## src/sv/assert_macros.svh

```systemverilog
// Assertion helpers shared by the RTL files.
`ifndef ASSERT_MACROS_SVH
`define ASSERT_MACROS_SVH

`ifndef NO_ASSERTIONS

// same-cycle implication
`define ASSERT_IMPLIES(name, clk, rst_n, ante, cons) \
    name: assert property (@(posedge clk) disable iff (!rst_n) (ante) |-> (cons)) \
        else $error("implication check failed");

// next-cycle implication
`define ASSERT_NEXT(name, clk, rst_n, ante, cons) \
    name: assert property (@(posedge clk) disable iff (!rst_n) (ante) |=> (cons)) \
        else $error("next-cycle check failed");

`else

`define ASSERT_IMPLIES(name, clk, rst_n, ante, cons)
`define ASSERT_NEXT(name, clk, rst_n, ante, cons)

`endif

`endif

```

## src/sv/aslog_pkg.sv

```systemverilog
package aslog_pkg;

    localparam int ADDR_W = 24;
    localparam int DVD_W  = 32;
    localparam int DSR_W  = 8;

    // input selector (tuser)
    localparam logic OP_SAMPLE  = 1'b0;
    localparam logic OP_RESTART = 1'b1;

    // flash command codes
    localparam logic [1:0] CMD_WRITE_RECORD = 2'd0;
    localparam logic [1:0] CMD_WRITE_CLOSED = 2'd1;
    localparam logic [1:0] CMD_ERASE_SECTOR = 2'd2;
    localparam logic [1:0] CMD_WRITE_TAG    = 2'd3;

    // register indexes (paddr[3:2])
    localparam logic [1:0] REG_AVERAGE_COUNT = 2'd0;
    localparam logic [1:0] REG_REGION_START  = 2'd1;
    localparam logic [1:0] REG_REGION_END    = 2'd2;
    localparam logic [1:0] REG_SECTOR_TAG    = 2'd3;

    typedef struct packed {
        logic              start;
        logic [DVD_W-1:0]  dividend;
        logic [DSR_W-1:0]  divisor;
    } div_req_t;

    typedef struct packed {
        logic [1:0]        command;
        logic [ADDR_W-1:0] flash_address;
        logic [31:0]       data_word;
        logic [31:0]       record_time;
        logic [15:0]       record_temperature;
        logic [15:0]       record_humidity;
        logic [15:0]       record_battery;
        logic              last;
    } out_beat_t;

endpackage

```

## src/sv/aslog_div.sv

```systemverilog
`include "assert_macros.svh"

module aslog_div (
    input  logic                         aclk,
    input  logic                         aresetn,
    input  aslog_pkg::div_req_t          req,
    output logic                         done,
    output logic [aslog_pkg::DVD_W-1:0]  quotient
);
    import aslog_pkg::*;

    localparam int CNT_W = $clog2(DVD_W);

    logic             busy_reg, busy_next;
    logic             done_reg, done_next;
    logic [CNT_W-1:0] cnt_reg, cnt_next;
    logic [DVD_W-1:0] dvd_reg, dvd_next;
    logic [DSR_W-1:0] dsr_reg, dsr_next;
    logic [DSR_W-1:0] rem_reg, rem_next;

    logic [DSR_W:0]   rem_shift;
    logic [DSR_W+1:0] diff;
    logic             geq;

    // restoring divide, one quotient bit per cycle; quotient shifts into dvd_reg
    assign rem_shift = {rem_reg, dvd_reg[DVD_W-1]};
    assign diff      = {1'b0, rem_shift} - {2'b00, dsr_reg};
    assign geq       = !diff[DSR_W+1];

    always_comb begin
        busy_next = busy_reg;
        done_next = 1'b0;
        cnt_next  = cnt_reg;
        dvd_next  = dvd_reg;
        dsr_next  = dsr_reg;
        rem_next  = rem_reg;
        if (req.start) begin
            busy_next = 1'b1;
            cnt_next  = CNT_W'(DVD_W - 1);
            dvd_next  = req.dividend;
            dsr_next  = req.divisor;
            rem_next  = '0;
        end else if (busy_reg) begin
            dvd_next = {dvd_reg[DVD_W-2:0], geq};
            rem_next = geq ? diff[DSR_W-1:0] : rem_shift[DSR_W-1:0];
            cnt_next = cnt_reg - CNT_W'(1);
            if (cnt_reg == '0) begin
                busy_next = 1'b0;
                done_next = 1'b1;
            end
        end
    end

    always_ff @(posedge aclk) begin
        if (!aresetn) begin
            busy_reg <= 1'b0;
            done_reg <= 1'b0;
            cnt_reg  <= '0;
        end else begin
            busy_reg <= busy_next;
            done_reg <= done_next;
            cnt_reg  <= cnt_next;
        end
        dvd_reg <= dvd_next;
        dsr_reg <= dsr_next;
        rem_reg <= rem_next;
    end

    assign done     = done_reg;
    assign quotient = dvd_reg;

    `ASSERT_IMPLIES(a_div_start_idle, aclk, aresetn, req.start, !busy_reg)
    `ASSERT_NEXT(a_div_done_after_last, aclk, aresetn, busy_reg && (cnt_reg == '0), done_reg)
    `ASSERT_IMPLIES(a_div_nonzero_divisor, aclk, aresetn, req.start, req.divisor != '0)

endmodule

```

## src/sv/averaging_sector_ring_logger.sv

```systemverilog
// Flow: the first beat is loaded into the output register from the state entered
//   on the accepting edge, once the output is free; a sample that closes an averaging
//   window first runs three divides on one shared serial divider.
// Input: s_tready is high only in idle; a sample that only sums leaves the block
//   idle, any other sample or restart holds s_tready low until its beats are loaded.
// Reset: synchronous, active low; clears control and log state, configuration to defaults.
`include "assert_macros.svh"

module averaging_sector_ring_logger #(
    parameter int SECTOR_BYTES = 4096,
    parameter int HEADER_BYTES = 4,
    parameter int RECORD_BYTES = 10
) (
    input  logic         aclk,
    input  logic         aresetn,
    // input stream
    input  logic         s_tvalid,
    output logic         s_tready,
    input  logic [79:0]  s_tdata,  // temperature, humidity, battery, timestamp
    input  logic         s_tuser,  // opcode
    // result stream
    output logic         m_tvalid,
    input  logic         m_tready,
    // flash_address, data_word, record_time, record_temperature,
    // record_humidity, record_battery
    output logic [135:0] m_tdata,
    output logic [1:0]   m_tuser,  // command
    output logic         m_tlast,  // last
    // configuration
    input  logic         psel,
    input  logic         penable,
    input  logic         pwrite,
    input  logic [3:0]   paddr,
    input  logic [31:0]  pwdata,
    output logic [31:0]  prdata,
    output logic         pready
);
    import aslog_pkg::*;

    localparam int RECS_PER_SECTOR = (SECTOR_BYTES - HEADER_BYTES) / RECORD_BYTES;
    localparam logic [ADDR_W-1:0] SEC_MASK = ~ADDR_W'(SECTOR_BYTES - 1);

    localparam logic [2:0] S_IDLE       = 3'd0;
    localparam logic [2:0] S_DIV_GO     = 3'd1;
    localparam logic [2:0] S_DIV_WAIT   = 3'd2;
    localparam logic [2:0] S_OPEN_ERASE = 3'd3;
    localparam logic [2:0] S_OPEN_TAG   = 3'd4;
    localparam logic [2:0] S_RECORD     = 3'd5;
    localparam logic [2:0] S_CLOSE      = 3'd6;

    localparam logic [1:0] SEL_TEMP = 2'd0;
    localparam logic [1:0] SEL_HUM  = 2'd1;
    localparam logic [1:0] SEL_BAT  = 2'd2;

    // configuration registers
    logic [7:0]        avg_count_reg;
    logic [ADDR_W-1:0] region_start_reg;
    logic [ADDR_W-1:0] region_end_reg;
    logic [31:0]       sector_tag_reg;

    // control and log state
    logic [2:0]        state_reg, state_next;
    logic [31:0]       temp_sum_reg, temp_sum_next;
    logic [31:0]       hum_sum_reg, hum_sum_next;
    logic [31:0]       bat_sum_reg, bat_sum_next;
    logic [7:0]        sample_count_reg, sample_count_next;
    logic [ADDR_W-1:0] wa_reg, wa_next;
    logic [11:0]       rec_cnt_reg, rec_cnt_next;
    logic [ADDR_W-1:0] open_addr_reg, open_addr_next;
    logic              rec_after_open_reg, rec_after_open_next;
    logic [1:0]        div_sel_reg, div_sel_next;
    logic              temp_neg_reg, temp_neg_next;
    logic              m_tvalid_reg;

    // payload
    logic [31:0]       ts_reg, ts_next;
    logic [15:0]       t_rec_reg, t_rec_next;
    logic [15:0]       h_rec_reg, h_rec_next;
    logic [15:0]       b_rec_reg, b_rec_next;
    out_beat_t         out_reg;

    // datapath
    logic [15:0]       in_temp, in_hum, in_bat;
    logic [31:0]       in_ts;
    logic [7:0]        cnt_inc;
    logic              out_free, out_load;
    out_beat_t         out_beat;
    div_req_t          div_req;
    logic              div_done;
    logic [DVD_W-1:0]  div_q;
    logic [ADDR_W-1:0] open_base, cur_base, nxt_rec_base, nxt_sector;
    logic [ADDR_W:0]   sector_sum;
    logic [12:0]       rec_cnt_p1;
    logic              sector_full;
    logic              cfg_wr;
    logic              div_phase;

    assign in_temp = s_tdata[15:0];
    assign in_hum  = s_tdata[31:16];
    assign in_bat  = s_tdata[47:32];
    assign in_ts   = s_tdata[79:48];

    assign s_tready = (state_reg == S_IDLE);
    assign out_free = !m_tvalid_reg || m_tready;
    assign cnt_inc  = sample_count_reg + 8'd1;

    // sector geometry
    assign open_base    = open_addr_reg & SEC_MASK;
    assign cur_base     = wa_reg & SEC_MASK;
    assign nxt_rec_base = (wa_reg + ADDR_W'(RECORD_BYTES)) & SEC_MASK;
    assign rec_cnt_p1   = {1'b0, rec_cnt_reg} + 13'd1;
    assign sector_full  = (rec_cnt_p1 >= 13'(RECS_PER_SECTOR)) || (nxt_rec_base != cur_base);
    assign sector_sum   = {1'b0, cur_base} + (ADDR_W + 1)'(SECTOR_BYTES);

    always_comb begin
        if (sector_sum >= {1'b0, region_end_reg}) begin
            nxt_sector = region_start_reg;
        end else if (sector_sum < {1'b0, region_start_reg}) begin
            nxt_sector = region_end_reg - ADDR_W'(SECTOR_BYTES);
        end else begin
            nxt_sector = sector_sum[ADDR_W-1:0];
        end
    end

    aslog_div u_div (
        .aclk     (aclk),
        .aresetn  (aresetn),
        .req      (div_req),
        .done     (div_done),
        .quotient (div_q)
    );

    always_comb begin
        state_next          = state_reg;
        temp_sum_next       = temp_sum_reg;
        hum_sum_next        = hum_sum_reg;
        bat_sum_next        = bat_sum_reg;
        sample_count_next   = sample_count_reg;
        wa_next             = wa_reg;
        rec_cnt_next        = rec_cnt_reg;
        open_addr_next      = open_addr_reg;
        rec_after_open_next = rec_after_open_reg;
        div_sel_next        = div_sel_reg;
        temp_neg_next       = temp_neg_reg;
        ts_next             = ts_reg;
        t_rec_next          = t_rec_reg;
        h_rec_next          = h_rec_reg;
        b_rec_next          = b_rec_reg;
        out_load            = 1'b0;
        out_beat            = '0;
        div_req             = '0;

        case (state_reg)
            S_IDLE: begin
                if (s_tvalid) begin
                    ts_next = in_ts;
                    if (s_tuser == OP_RESTART) begin
                        open_addr_next      = region_start_reg;
                        rec_after_open_next = 1'b0;
                        state_next          = S_OPEN_ERASE;
                    end else if (avg_count_reg <= 8'd1) begin
                        t_rec_next          = in_temp;
                        h_rec_next          = in_hum;
                        b_rec_next          = in_bat;
                        rec_after_open_next = 1'b1;
                        open_addr_next      = region_start_reg;
                        // log not started: open the first sector before the record
                        state_next = (wa_reg == '0) ? S_OPEN_ERASE : S_RECORD;
                    end else begin
                        temp_sum_next     = temp_sum_reg + {{16{in_temp[15]}}, in_temp};
                        hum_sum_next      = hum_sum_reg + {16'd0, in_hum};
                        bat_sum_next      = bat_sum_reg + {16'd0, in_bat};
                        sample_count_next = cnt_inc;
                        if ((cnt_inc != 8'd0) && (avg_count_reg <= cnt_inc)) begin
                            div_sel_next = SEL_TEMP;
                            state_next   = S_DIV_GO;
                        end
                    end
                end
            end
            S_DIV_GO: begin
                div_req.start   = 1'b1;
                div_req.divisor = sample_count_reg;
                case (div_sel_reg)
                    SEL_TEMP: begin
                        // signed truncating divide as magnitude divide plus sign fix
                        temp_neg_next    = temp_sum_reg[31];
                        div_req.dividend = temp_sum_reg[31] ? (32'd0 - temp_sum_reg)
                                                            : temp_sum_reg;
                    end
                    SEL_HUM:  div_req.dividend = hum_sum_reg;
                    default:  div_req.dividend = bat_sum_reg;
                endcase
                state_next = S_DIV_WAIT;
            end
            S_DIV_WAIT: begin
                if (div_done) begin
                    case (div_sel_reg)
                        SEL_TEMP: t_rec_next = temp_neg_reg ? (16'd0 - div_q[15:0])
                                                            : div_q[15:0];
                        SEL_HUM:  h_rec_next = div_q[15:0];
                        default:  b_rec_next = div_q[15:0];
                    endcase
                    if (div_sel_reg == SEL_BAT) begin
                        temp_sum_next       = '0;
                        hum_sum_next        = '0;
                        bat_sum_next        = '0;
                        sample_count_next   = '0;
                        rec_after_open_next = 1'b1;
                        open_addr_next      = region_start_reg;
                        state_next = (wa_reg == '0) ? S_OPEN_ERASE : S_RECORD;
                    end else begin
                        div_sel_next = div_sel_reg + 2'd1;
                        state_next   = S_DIV_GO;
                    end
                end
            end
            S_OPEN_ERASE: begin
                if (out_free) begin
                    out_load               = 1'b1;
                    out_beat.command       = CMD_ERASE_SECTOR;
                    out_beat.flash_address = open_base;
                    wa_next                = open_base + ADDR_W'(HEADER_BYTES);
                    rec_cnt_next           = '0;
                    state_next             = S_OPEN_TAG;
                end
            end
            S_OPEN_TAG: begin
                if (out_free) begin
                    out_load               = 1'b1;
                    out_beat.command       = CMD_WRITE_TAG;
                    out_beat.flash_address = open_base;
                    out_beat.data_word     = sector_tag_reg;
                    out_beat.last          = !rec_after_open_reg;
                    state_next             = rec_after_open_reg ? S_RECORD : S_IDLE;
                end
            end
            S_RECORD: begin
                if (out_free) begin
                    out_load                    = 1'b1;
                    out_beat.command            = CMD_WRITE_RECORD;
                    out_beat.flash_address      = wa_reg;
                    out_beat.record_time        = ts_reg;
                    out_beat.record_temperature = t_rec_reg;
                    out_beat.record_humidity    = h_rec_reg;
                    out_beat.record_battery     = b_rec_reg;
                    out_beat.last               = !sector_full;
                    if (sector_full) begin
                        state_next = S_CLOSE;
                    end else begin
                        rec_cnt_next = rec_cnt_p1[11:0];
                        wa_next      = wa_reg + ADDR_W'(RECORD_BYTES);
                        state_next   = S_IDLE;
                    end
                end
            end
            S_CLOSE: begin
                if (out_free) begin
                    out_load               = 1'b1;
                    out_beat.command       = CMD_WRITE_CLOSED;
                    out_beat.flash_address = cur_base + ADDR_W'(HEADER_BYTES - 2);
                    open_addr_next         = nxt_sector;
                    rec_after_open_next    = 1'b0;
                    state_next             = S_OPEN_ERASE;
                end
            end
            default: begin
                state_next = S_IDLE;
            end
        endcase
    end

    always_ff @(posedge aclk) begin
        if (!aresetn) begin
            state_reg          <= S_IDLE;
            temp_sum_reg       <= '0;
            hum_sum_reg        <= '0;
            bat_sum_reg        <= '0;
            sample_count_reg   <= '0;
            wa_reg             <= '0;
            rec_cnt_reg        <= '0;
            open_addr_reg      <= '0;
            rec_after_open_reg <= 1'b0;
            div_sel_reg        <= SEL_TEMP;
            temp_neg_reg       <= 1'b0;
            m_tvalid_reg       <= 1'b0;
        end else begin
            state_reg          <= state_next;
            temp_sum_reg       <= temp_sum_next;
            hum_sum_reg        <= hum_sum_next;
            bat_sum_reg        <= bat_sum_next;
            sample_count_reg   <= sample_count_next;
            wa_reg             <= wa_next;
            rec_cnt_reg        <= rec_cnt_next;
            open_addr_reg      <= open_addr_next;
            rec_after_open_reg <= rec_after_open_next;
            div_sel_reg        <= div_sel_next;
            temp_neg_reg       <= temp_neg_next;
            if (out_load) begin
                m_tvalid_reg <= 1'b1;
            end else if (m_tready) begin
                m_tvalid_reg <= 1'b0;
            end
        end
        ts_reg    <= ts_next;
        t_rec_reg <= t_rec_next;
        h_rec_reg <= h_rec_next;
        b_rec_reg <= b_rec_next;
        if (out_load) begin
            out_reg <= out_beat;
        end
    end

    // configuration port
    assign cfg_wr = psel && penable && pwrite;
    assign pready = 1'b1;

    always_ff @(posedge aclk) begin
        if (!aresetn) begin
            avg_count_reg    <= 8'd1;
            region_start_reg <= '0;
            region_end_reg   <= ADDR_W'(311296);
            sector_tag_reg   <= '0;
        end else if (cfg_wr) begin
            case (paddr[3:2])
                REG_AVERAGE_COUNT: avg_count_reg    <= pwdata[7:0];
                REG_REGION_START:  region_start_reg <= pwdata[ADDR_W-1:0];
                REG_REGION_END:    region_end_reg   <= pwdata[ADDR_W-1:0];
                REG_SECTOR_TAG:    sector_tag_reg   <= pwdata;
                default: begin
                end
            endcase
        end
    end

    always_comb begin
        case (paddr[3:2])
            REG_AVERAGE_COUNT: prdata = {24'd0, avg_count_reg};
            REG_REGION_START:  prdata = {8'd0, region_start_reg};
            REG_REGION_END:    prdata = {8'd0, region_end_reg};
            REG_SECTOR_TAG:    prdata = sector_tag_reg;
            default:           prdata = '0;
        endcase
    end

    assign m_tvalid = m_tvalid_reg;
    assign m_tuser  = out_reg.command;
    assign m_tlast  = out_reg.last;
    assign m_tdata  = {out_reg.record_battery, out_reg.record_humidity,
                       out_reg.record_temperature, out_reg.record_time,
                       out_reg.data_word, out_reg.flash_address};

    assign div_phase = (state_reg == S_DIV_GO) || (state_reg == S_DIV_WAIT);

    `ASSERT_IMPLIES(a_load_only_free, aclk, aresetn, out_load, out_free)
    `ASSERT_IMPLIES(a_div_count_set, aclk, aresetn, div_phase, sample_count_reg >= 8'd2)
    `ASSERT_IMPLIES(a_record_log_open, aclk, aresetn, state_reg == S_RECORD, wa_reg != '0)
    `ASSERT_IMPLIES(a_no_div_start_late, aclk, aresetn, div_req.start, state_reg == S_DIV_GO)

endmodule
```

## config.mk

```make
export PLATFORM = sky130hd
export DESIGN_NAME = averaging_sector_ring_logger
export DESIGN_NICKNAME = d
export VERILOG_FILES = /design/src/sv/aslog_pkg.sv /design/src/sv/aslog_div.sv /design/src/sv/averaging_sector_ring_logger.sv
export VERILOG_INCLUDE_DIRS = /design/src /design/src/sv
export SDC_FILE = /design/constraint.sdc
export NUM_CORES = 1
export LEC_CHECK = 0
export BUFFER_PORTS_ARGS = -buffer_cell sky130_fd_sc_hd__buf_2
export CAP_MARGIN = 10
export CORE_MARGIN = 8
export CORE_UTILIZATION = 52
export CTS_CLUSTER_SIZE = 10
export DETAILED_ROUTE_END_ITERATION = 6
export GPL_TIMING_DRIVEN = 0
export PLACE_DENSITY = 0.72
export SLEW_MARGIN = 20
export SYNTH_ARGS = -nofsm -noshare
export SYNTH_HDL_FRONTEND = slang
export SYNTH_SLANG_ARGS = --single-unit
```

## constraint.sdc

```tcl
create_clock -name aclk -period 9.85 [get_ports aclk]
set_clock_uncertainty 0.15 [all_clocks]
set_input_delay 1.4775 -clock aclk [delete_from_list [all_inputs] [get_ports aclk]]
set_output_delay 1.4775 -clock aclk [all_outputs]
set_load 0.1 [all_outputs]
```

Word level (Yosys, flattened, before mapping)
Index checks and enable logic that the tools add are counted.

storage, ports and cells
  word-level logic and storage cells = 234
  flip-flop bits (word level) = 534
  bits of input ports = 124

operators by class
  magnitude comparators = 5
  reductions and logical operators = 39
  muxes and demuxes = 109
  bitwise logic cells = 2
  add/sub/neg operators = 15
  equality and inequality tests = 30

operator list
  kind                    number
  $mux 32                 14
  $mux 24                 12
  $mux 16                 16
  $pmux 32 s2             4
  $pmux 32 s4             1
  $pmux 26 s4             1
  $pmux 16 s2             3
  $pmux 24 s3             1
  $add 32x16->32          2
  $mux 58                 1
  $mux 8                  6
  $pmux 24 s2             1
  $mux 41                 1
  $mux 3                  13
  $mux 12                 3
  $add 32x32->32          1
  $sub 1x32->32 const A   1
  $reduce_and 6->1        5
  $mux 26                 1
  $add 24x13->25 const B  1
  $ge 25x24->1            1
  $lt 25x24->1            1
  $mux 25                 1
  $add 24x2->24 const B   1
  48 further kinds        108

Logic depth before layout (Yosys ltp)
Gate-level depths: netlist (run 1).

  depth after elaboration = 8
  gate-level depth with buffers = 15

Hierarchy
A second synthesis (run 1) with hierarchy kept.

unflattened totals
  cell total of the unflattened synthesis = 2,884
  area, all modules = 27,142.3 sq um

modules (own cells, without submodules)
  module                        area an instance (sq um)  instances  cells each
  averaging_sector_ring_logger  24,511.0                  1          2,682
  aslog_div                     2,631.3                   1          202

Worst setup path after synthesis (run 1)
OpenSTA, ideal clock, no wires.

  kind = in2reg
  start point = input m_tready
  end point = register out_reg (netlist bit m_tdata[0]), enable pin
  cell stages on the path = 4
  path buffers = 2
  data arrival time = 7.690 ns
  slack = 1.372 ns
  required time = 9.061 ns
  cells stage by stage = nor2b_1 > clkbuf_1 > clkbuf_1 > nor2_1

between the ends
  word-level cells in the longest chain between the ends = 3

RTL lines
  what                  RTL line                             source
  from (decl)           averaging_sector_ring_logger.sv:23   input logic m_tready,
  $logic_or 1x1->1      averaging_sector_ring_logger.sv:104  assign out_free = !m_tvalid_reg || m_tready;
  $mux 1 (2 in series)  --
  via out_load          averaging_sector_ring_logger.sv:86   logic out_free, out_load;
  to (signal assigned)  averaging_sector_ring_logger.sv:310  out_reg <= out_beat;
  to (decl)             averaging_sector_ring_logger.sv:80   out_beat_t out_reg;

The timed path passes the listed nets, and every way through them passes these cells.
A chain may end at the register's enable or synchronous reset.

Worst setup path in the final report (run 1)
  start point = input paddr[2]
  end point = output prdata[21]

between the ends
  word-level cells in the longest chain between the ends = 2

RTL lines
  what                                RTL line                             source
  from (decl)                         averaging_sector_ring_logger.sv:33   input logic [3:0] paddr,
  $eq 2x2->1 (tied with other cells)  averaging_sector_ring_logger.sv:337  case (paddr[3:2])
  $pmux 32 s4 (*)                     averaging_sector_ring_logger.sv:337
  to (decl)                           averaging_sector_ring_logger.sv:35   output logic [31:0] prdata,

Every way passes the cells marked *; elsewhere a longest branch is shown, timed or not.

==> qor.yml, run 1 <==
fp.coreArea_um2: 52550
clockBufferDepth: 3
hp-class: "register to register"
cap_violations: 0
die_x_um: 246.6
timing.rr.end: "hum_sum_reg[20]"
r2r_slack_ns: 5.21
wl_per_cell_um: 21.71
max-vdd-ir-drop_uv: 184.6
routabilityCongestion: 0.9867
hold_buffers: 0
fmax_mhz: 178.8
critPathArrivalTime_ns: 3.97
p_leak_nw: 12.66
rr_worst_depth: 9
drtPass1Iterations: 7
cts_resized: 0
crit_type: "input pin to output port"
synth_xor_area_frac: 0.04338
setup_ws_ns: 4.256
ys_seq_elements: 521
path_max_fanout: 10
hold_end: "region_end_reg[17]"
nFillCells: 4520
status: "finished, final reports clean"
drc: 0
h-tree-depth: 2
critPathSlowestCell: "buf_1"
grt-ovfl-total: 0
grt_antenna_before_repair: 4
dp_hpwl_mm: 66.59
worstSetupStartpointType: "input pin"
die_h_um: 246.6
cts_tree: "yes"
r2r-start: "avg_count_reg[3]"
yosys.area_share.simple: 0.2011
tns_ns: 0
synth_fa_ha_area_frac: 0.05582
power_density_nw_per_um2: 275.4
synth_top_family_by_area: "simple AND/OR/NAND/NOR gates"
min_period_over_period: 0.5679
synth.net_count: 3181
io_buffers: 294
fin_crit_ns: 5.594
grt_start_max_net_pins: 33
finalSetupViolCount: 0
cts_setup_buffers: 0
crit_buf_inv: 5
grt_pass1_vias: 23231
synthCells: 2936
core.rowCount: 84
max_slew.worst_pin.slew_ns: 1.156
synth_ff_type: "dfxtp_1"
crit_family: "buffers and inverters"
slew_headroom: 0.2293
clkTransAtPathRegs_ns: 0.06
clock_latency_ns: 0.65
min_path_cells: 2
max_stage_delay_ns: 0.56
worst_setup_path_end_kind: "output port"
first_iter_violations: 2618
initial_utilization: 0.5264
multi_input_area_um2: 13650
ios: 298
synth-edff-count: 259
dieArea_um2: 60830
drive_gt1_frac: 0.1272
cts-root-buf: "clkbuf_16"
layout.area.seq_um2: 13020
crit_chain: "buf_2 > buf_1 > clkbuf_1 > clkbuf_1 > nand2_1 > o21ai_0 > a22o_1 > buf_2"
synth_area_per_cell_um2: 9.422
drt-vias-per-instance: 6.047
yosysUniqueCellTypes: 76
yosysWarnings: 0
syn_area_um2: 27660
timing.hold.ws_ns: 0.3119
grt_util_all_layers: 0.2781
min_from: "region_end_reg[17]"
rsz0062_at_grt: "false"
grt_pass1_wl_mm: 133.3
final_hold_viol_count: 0
antenna_left: 0
vias: 24442
final_cell_area_um2: 32020
place_worst_setup_slack_ns: 4.231
cts-buffers-inserted: 60
num-nets-final: 3545
critical_path_required_ns: 8.22
slew_violations: 0
clock_sinks: 521
synth_seq_area_share: 0.4708
largest_reg_flops: 136
async_flop_share: 0
synth_mux_area_frac: 0.01918
placed_cell_area_um2: 30170
area_growth_pct: 15.75
synth-compound-area-share: 0.1732
wirelength_mm: 87.76
layout make-up:
class	count	area share
antenna	5	0.0003908
inverter	90	0.01055
tap	688	0.02689
multi-input combinational	2149	0.4264
timing repair buffer	302	0.05104
buffer	176	0.02075
sequential	521	0.4067
clock buffer	107	0.05494
clock inverter	4	0.002306
worst max-delay path by stage:
stage,start,endpoint,cells after the start
floorplan,m_tready,m_tdata[0],4
global placement,m_tready,m_tdata[133],5
detailed placement,paddr[2],prdata[21],8
CTS,paddr[2],prdata[21],8
global route,paddr[2],prdata[21],8
finish,paddr[2],prdata[21],8
routing by layer:
layer  global-route usage  wire, um  up-vias
li1                     -         -    11336
met1               0.3829     37210    11713
met2               0.4294     38950     1166
met3              0.04797      7845      227
met4               0.1179      3765        0
met5                    0         0        -
cell usage after synthesis, types with 50 or more instances:
master | instances | area share
nor2_1 | 165 | 0.022
and2_1 | 58 | 0.013
a21boi_0 | 120 | 0.033
a22oi_1 | 50 | 0.014
nand2_1 | 466 | 0.063
clkbuf_1 | 154 | 0.021
and3_1 | 130 | 0.029
inv_1 | 89 | 0.012
xnor2_1 | 86 | 0.027
a21oi_1 | 111 | 0.020
nand3_1 | 73 | 0.013
edfxtp_1 | 259 | 0.28
dfxtp_1 | 262 | 0.19
nor2b_1 | 50 | 0.011
xor2_1 | 51 | 0.016
o21ai_0 | 140 | 0.025
ha_1 | 117 | 0.053
worst register-to-register path: stages, from the launching register on:
cell and delay (ns):
dfxtp_1 0.35, or4_1 0.65, o31ai_1 0.97, nor2_1 0.13, clkbuf_1 0.44, a21boi_0 0.64
clkbuf_1 0.45, clkbuf_1 0.51, a41oi_1 0.21, nand2_1 0.10
where the power goes:
part	leakage [nW]	switching, mW	internal [mW]	total, mW
clock network	0.873	0.900	1.20	2.10
registers	4.55	0.236	2.87	3.10
logic	7.24	2.78	0.832	3.61
metrics by stage:
step                        util  std cells  power (mW)
after floorplan                -       2936       5.813
after global placement    0.5708       3918       6.639
after detailed placement  0.5742       3926       6.709
after CTS                 0.6090       4037       8.803
after global routing      0.6092       4041       9.185
final                     0.6093       4042       8.817
cell families after synthesis:
| kind of cell | after synthesis |
|---|---|
| and+or+nand+nor | 1141 |
| AOI/OAI and AO/OA | 706 |
| DFF | 521 |
| buffers and inverters | 266 |
| xor gates and xnor gates | 137 |
| adders and majority gates | 121 |
| muxes | 42 |
| other | 2 |
cell usage in the layout, fill, tap and decap left out, types with 34 or more instances in the layout:
cell	n
nand2_1	466
buf_2	294
dfxtp_1	262
edfxtp_1	259
clkbuf_1	194
nor2_1	164
o21ai_0	140
and3_1	130
a21boi_0	120
ha_1	117
a21oi_1	111
inv_1	89
xnor2_1	86
nand3_1	73
clkbuf_16	61
and2_1	57
xor2_1	51
nor2b_1	50
a22oi_1	50
a22o_1	37
nor3_1	35
a31oi_1	35
a21o_1	34
(Power assumes the default switching activity.)
==> run 2, diff against run 1 <==
--- a/config.mk
+++ b/config.mk
@@ -13,7 +13,7 @@
 export CTS_CLUSTER_SIZE = 10
 export DETAILED_ROUTE_END_ITERATION = 6
 export GPL_TIMING_DRIVEN = 0
-export PLACE_DENSITY = 0.72
+export PLACE_DENSITY = 0.75
 export SLEW_MARGIN = 20
 export SYNTH_ARGS = -nofsm -noshare
 export SYNTH_HDL_FRONTEND = slang
==> constraint.sdc (replaced) <==
create_clock -name aclk -period 5.1 [get_ports aclk]
set_clock_uncertainty 0.15 [all_clocks]
set_input_delay 0.765 -clock aclk [delete_from_list [all_inputs] [get_ports aclk]]
set_output_delay 0.765 -clock aclk [all_outputs]
set_load 0.1 [all_outputs]
==> run 2 against run 1 <==
  * First-iteration DRC count decreased by 1.8%
  * Wire length increased by 0.47%
  * Count of clock-buffer cells in the layout increased by 3
  * Combinational power increased by 92%
  * Via count decreased by 0.27%
==> qor.yml, run 2 (synthesis results as in run 1) <==
io_buffers: 294
h-tree-depth: 2
status: "finished, final reports clean"
grt_util_all_layers: 0.2780
max-vdd-ir-drop_uv: 311.8
rsz0062_at_grt: "false"
fp.coreArea_um2: 52550
grt_pass1_wl_mm: 133.1
core.rowCount: 84
power_density_nw_per_um2: 532.3
min_period_over_period: 0.8993
clockBufferDepth: 3
crit_buf_inv: 1
clock_latency_ns: 0.64
wirelength_mm: 88.17
fmax_mhz: 218.0
critical_path_required_ns: 5.51
slew_headroom: 0.2601
crit_type: "register to register"
tns_ns: 0
die_x_um: 246.6
crit_chain: "ha_1 > nand4_1 > nor2_1 > xor2_1 > ha_1 > o2111ai_1 > a31oi_1 > a211oi_1 > o21ai_0 > nor2_1 > clkbuf_1 > nor2_1 > a211oi_1 > o21a_1"
cts_setup_buffers: 0
nFillCells: 4576
grt_antenna_before_repair: 4
clock_sinks: 521
wl_per_cell_um: 21.80
finalSetupViolCount: 0
hp-class: "input pin to register"
antenna_left: 0
rr_worst_depth: 14
drt-vias-per-instance: 6.026
hold_buffers: 0
dieArea_um2: 60830
topRoutingLayerUsed: "met5"
critPathSlowestCell: "nor2_1"
first_iter_violations: 2571
clkTransAtPathRegs_ns: 0.06
fin_crit_ns: 4.587
cpMostUsedCell: "nor2_1"
die_h_um: 246.6
wl_met1_mm: 36.91
cap_violations: 0
ios: 298
worst_setup_path_end_kind: "register"
final_hold_viol_count: 0
critPathArrivalTime_ns: 5.00
num-nets-final: 3544
grt_pass1_vias: 23228
route.met2.wl_mm: 40.29
slew_violations: 0
cts-root-buf: "clkbuf_16"
largest_reg_flops: 136
r2r-start: "wa_reg[12]"
hold_end: "ts_reg[2]"
area_growth_pct: 15.75
final_common_cell: "nand2_1"
vias: 24376
min_from: "s_tdata[50]"
r2r_slack_ns: 0.51
cts_tree: "yes"
path_max_fanout: 10
layout.area.seq_um2: 13020
wl_met3_mm: 7.863
grt-ovfl-total: 0
worstSetupStartpointType: "register"
initial_utilization: 0.5264
drtPass1Iterations: 6
max_stage_delay_ns: 0.53
drive_gt1_frac: 0.1277
crit_family: "compound AO/OA/AOI/OAI gates"
dp_hpwl_mm: 66.70
cts_resized: 0
routabilityCongestion: 0.9880
min_path_cells: 1
max_slew.worst_pin.slew_ns: 1.106
timing.rr.end: "open_addr_reg[18]"
timing.hold.ws_ns: 0.1563
grt_start_max_net_pins: 33
p_leak_nw: 12.66
cts-buffers-inserted: 60
drc: 0
final_cell_mix: "nand2_1, buf_2, dfxtp_1"
multi_input_area_um2: 13660
## run 2: routing by layer
metal	track usage	up-vias
li1	-	11335
met1	0.3717	11760
met2	0.4469	1083
met3	0.05101	196
met4	0.1036	2
met5	0	-
## run 2: final cells by class
type,instances,area share
antenna,6,0.0004689
timing repair buffer,301,0.05018
sequential,521,0.4067
clock inverter,4,0.002306
multi-input combinational,2149,0.4266
inverter,90,0.01055
buffer,176,0.02075
clock buffer,110,0.05557
tap,688,0.02689
## run 2: power by group
part           internal (mW)  switching [mW]
logic                   1.58            5.34
registers               5.54           0.496
clock network           2.34            1.75
total                   9.46            7.58
## run 2: metrics by stage
step	total power [mW]	area [um^2]	setup WS (ns)	util	std cells
CTS	17.00	32000	0.5718	0.6089	4039
global placement	12.69	30000	0.1190	0.5709	3918
finish	17.04	32020	0.5134	0.6093	4045
global route	17.74	32010	0.1605	0.6091	4041
detailed placement	12.92	30150	0.6044	0.5736	3925
floorplan	11.16	27670	1.119	-	2936
## run 2: worst max path at each step
stage                      from           endpoint  slack [ns]  depth (start not counted)
2_1_floorplan          m_tvalid         m_tdata[0]        1.12                          4
5_1_grt              wa_reg[12]  open_addr_reg[18]        0.16                         14
3_3_place_gp           m_tready       m_tdata[134]        0.12                          5
6_report             wa_reg[12]  open_addr_reg[18]        0.51                         14
3_5_place_dp   avg_count_reg[4]    hum_sum_reg[20]        0.60                          9
4_1_cts        avg_count_reg[4]    hum_sum_reg[20]        0.57                          9
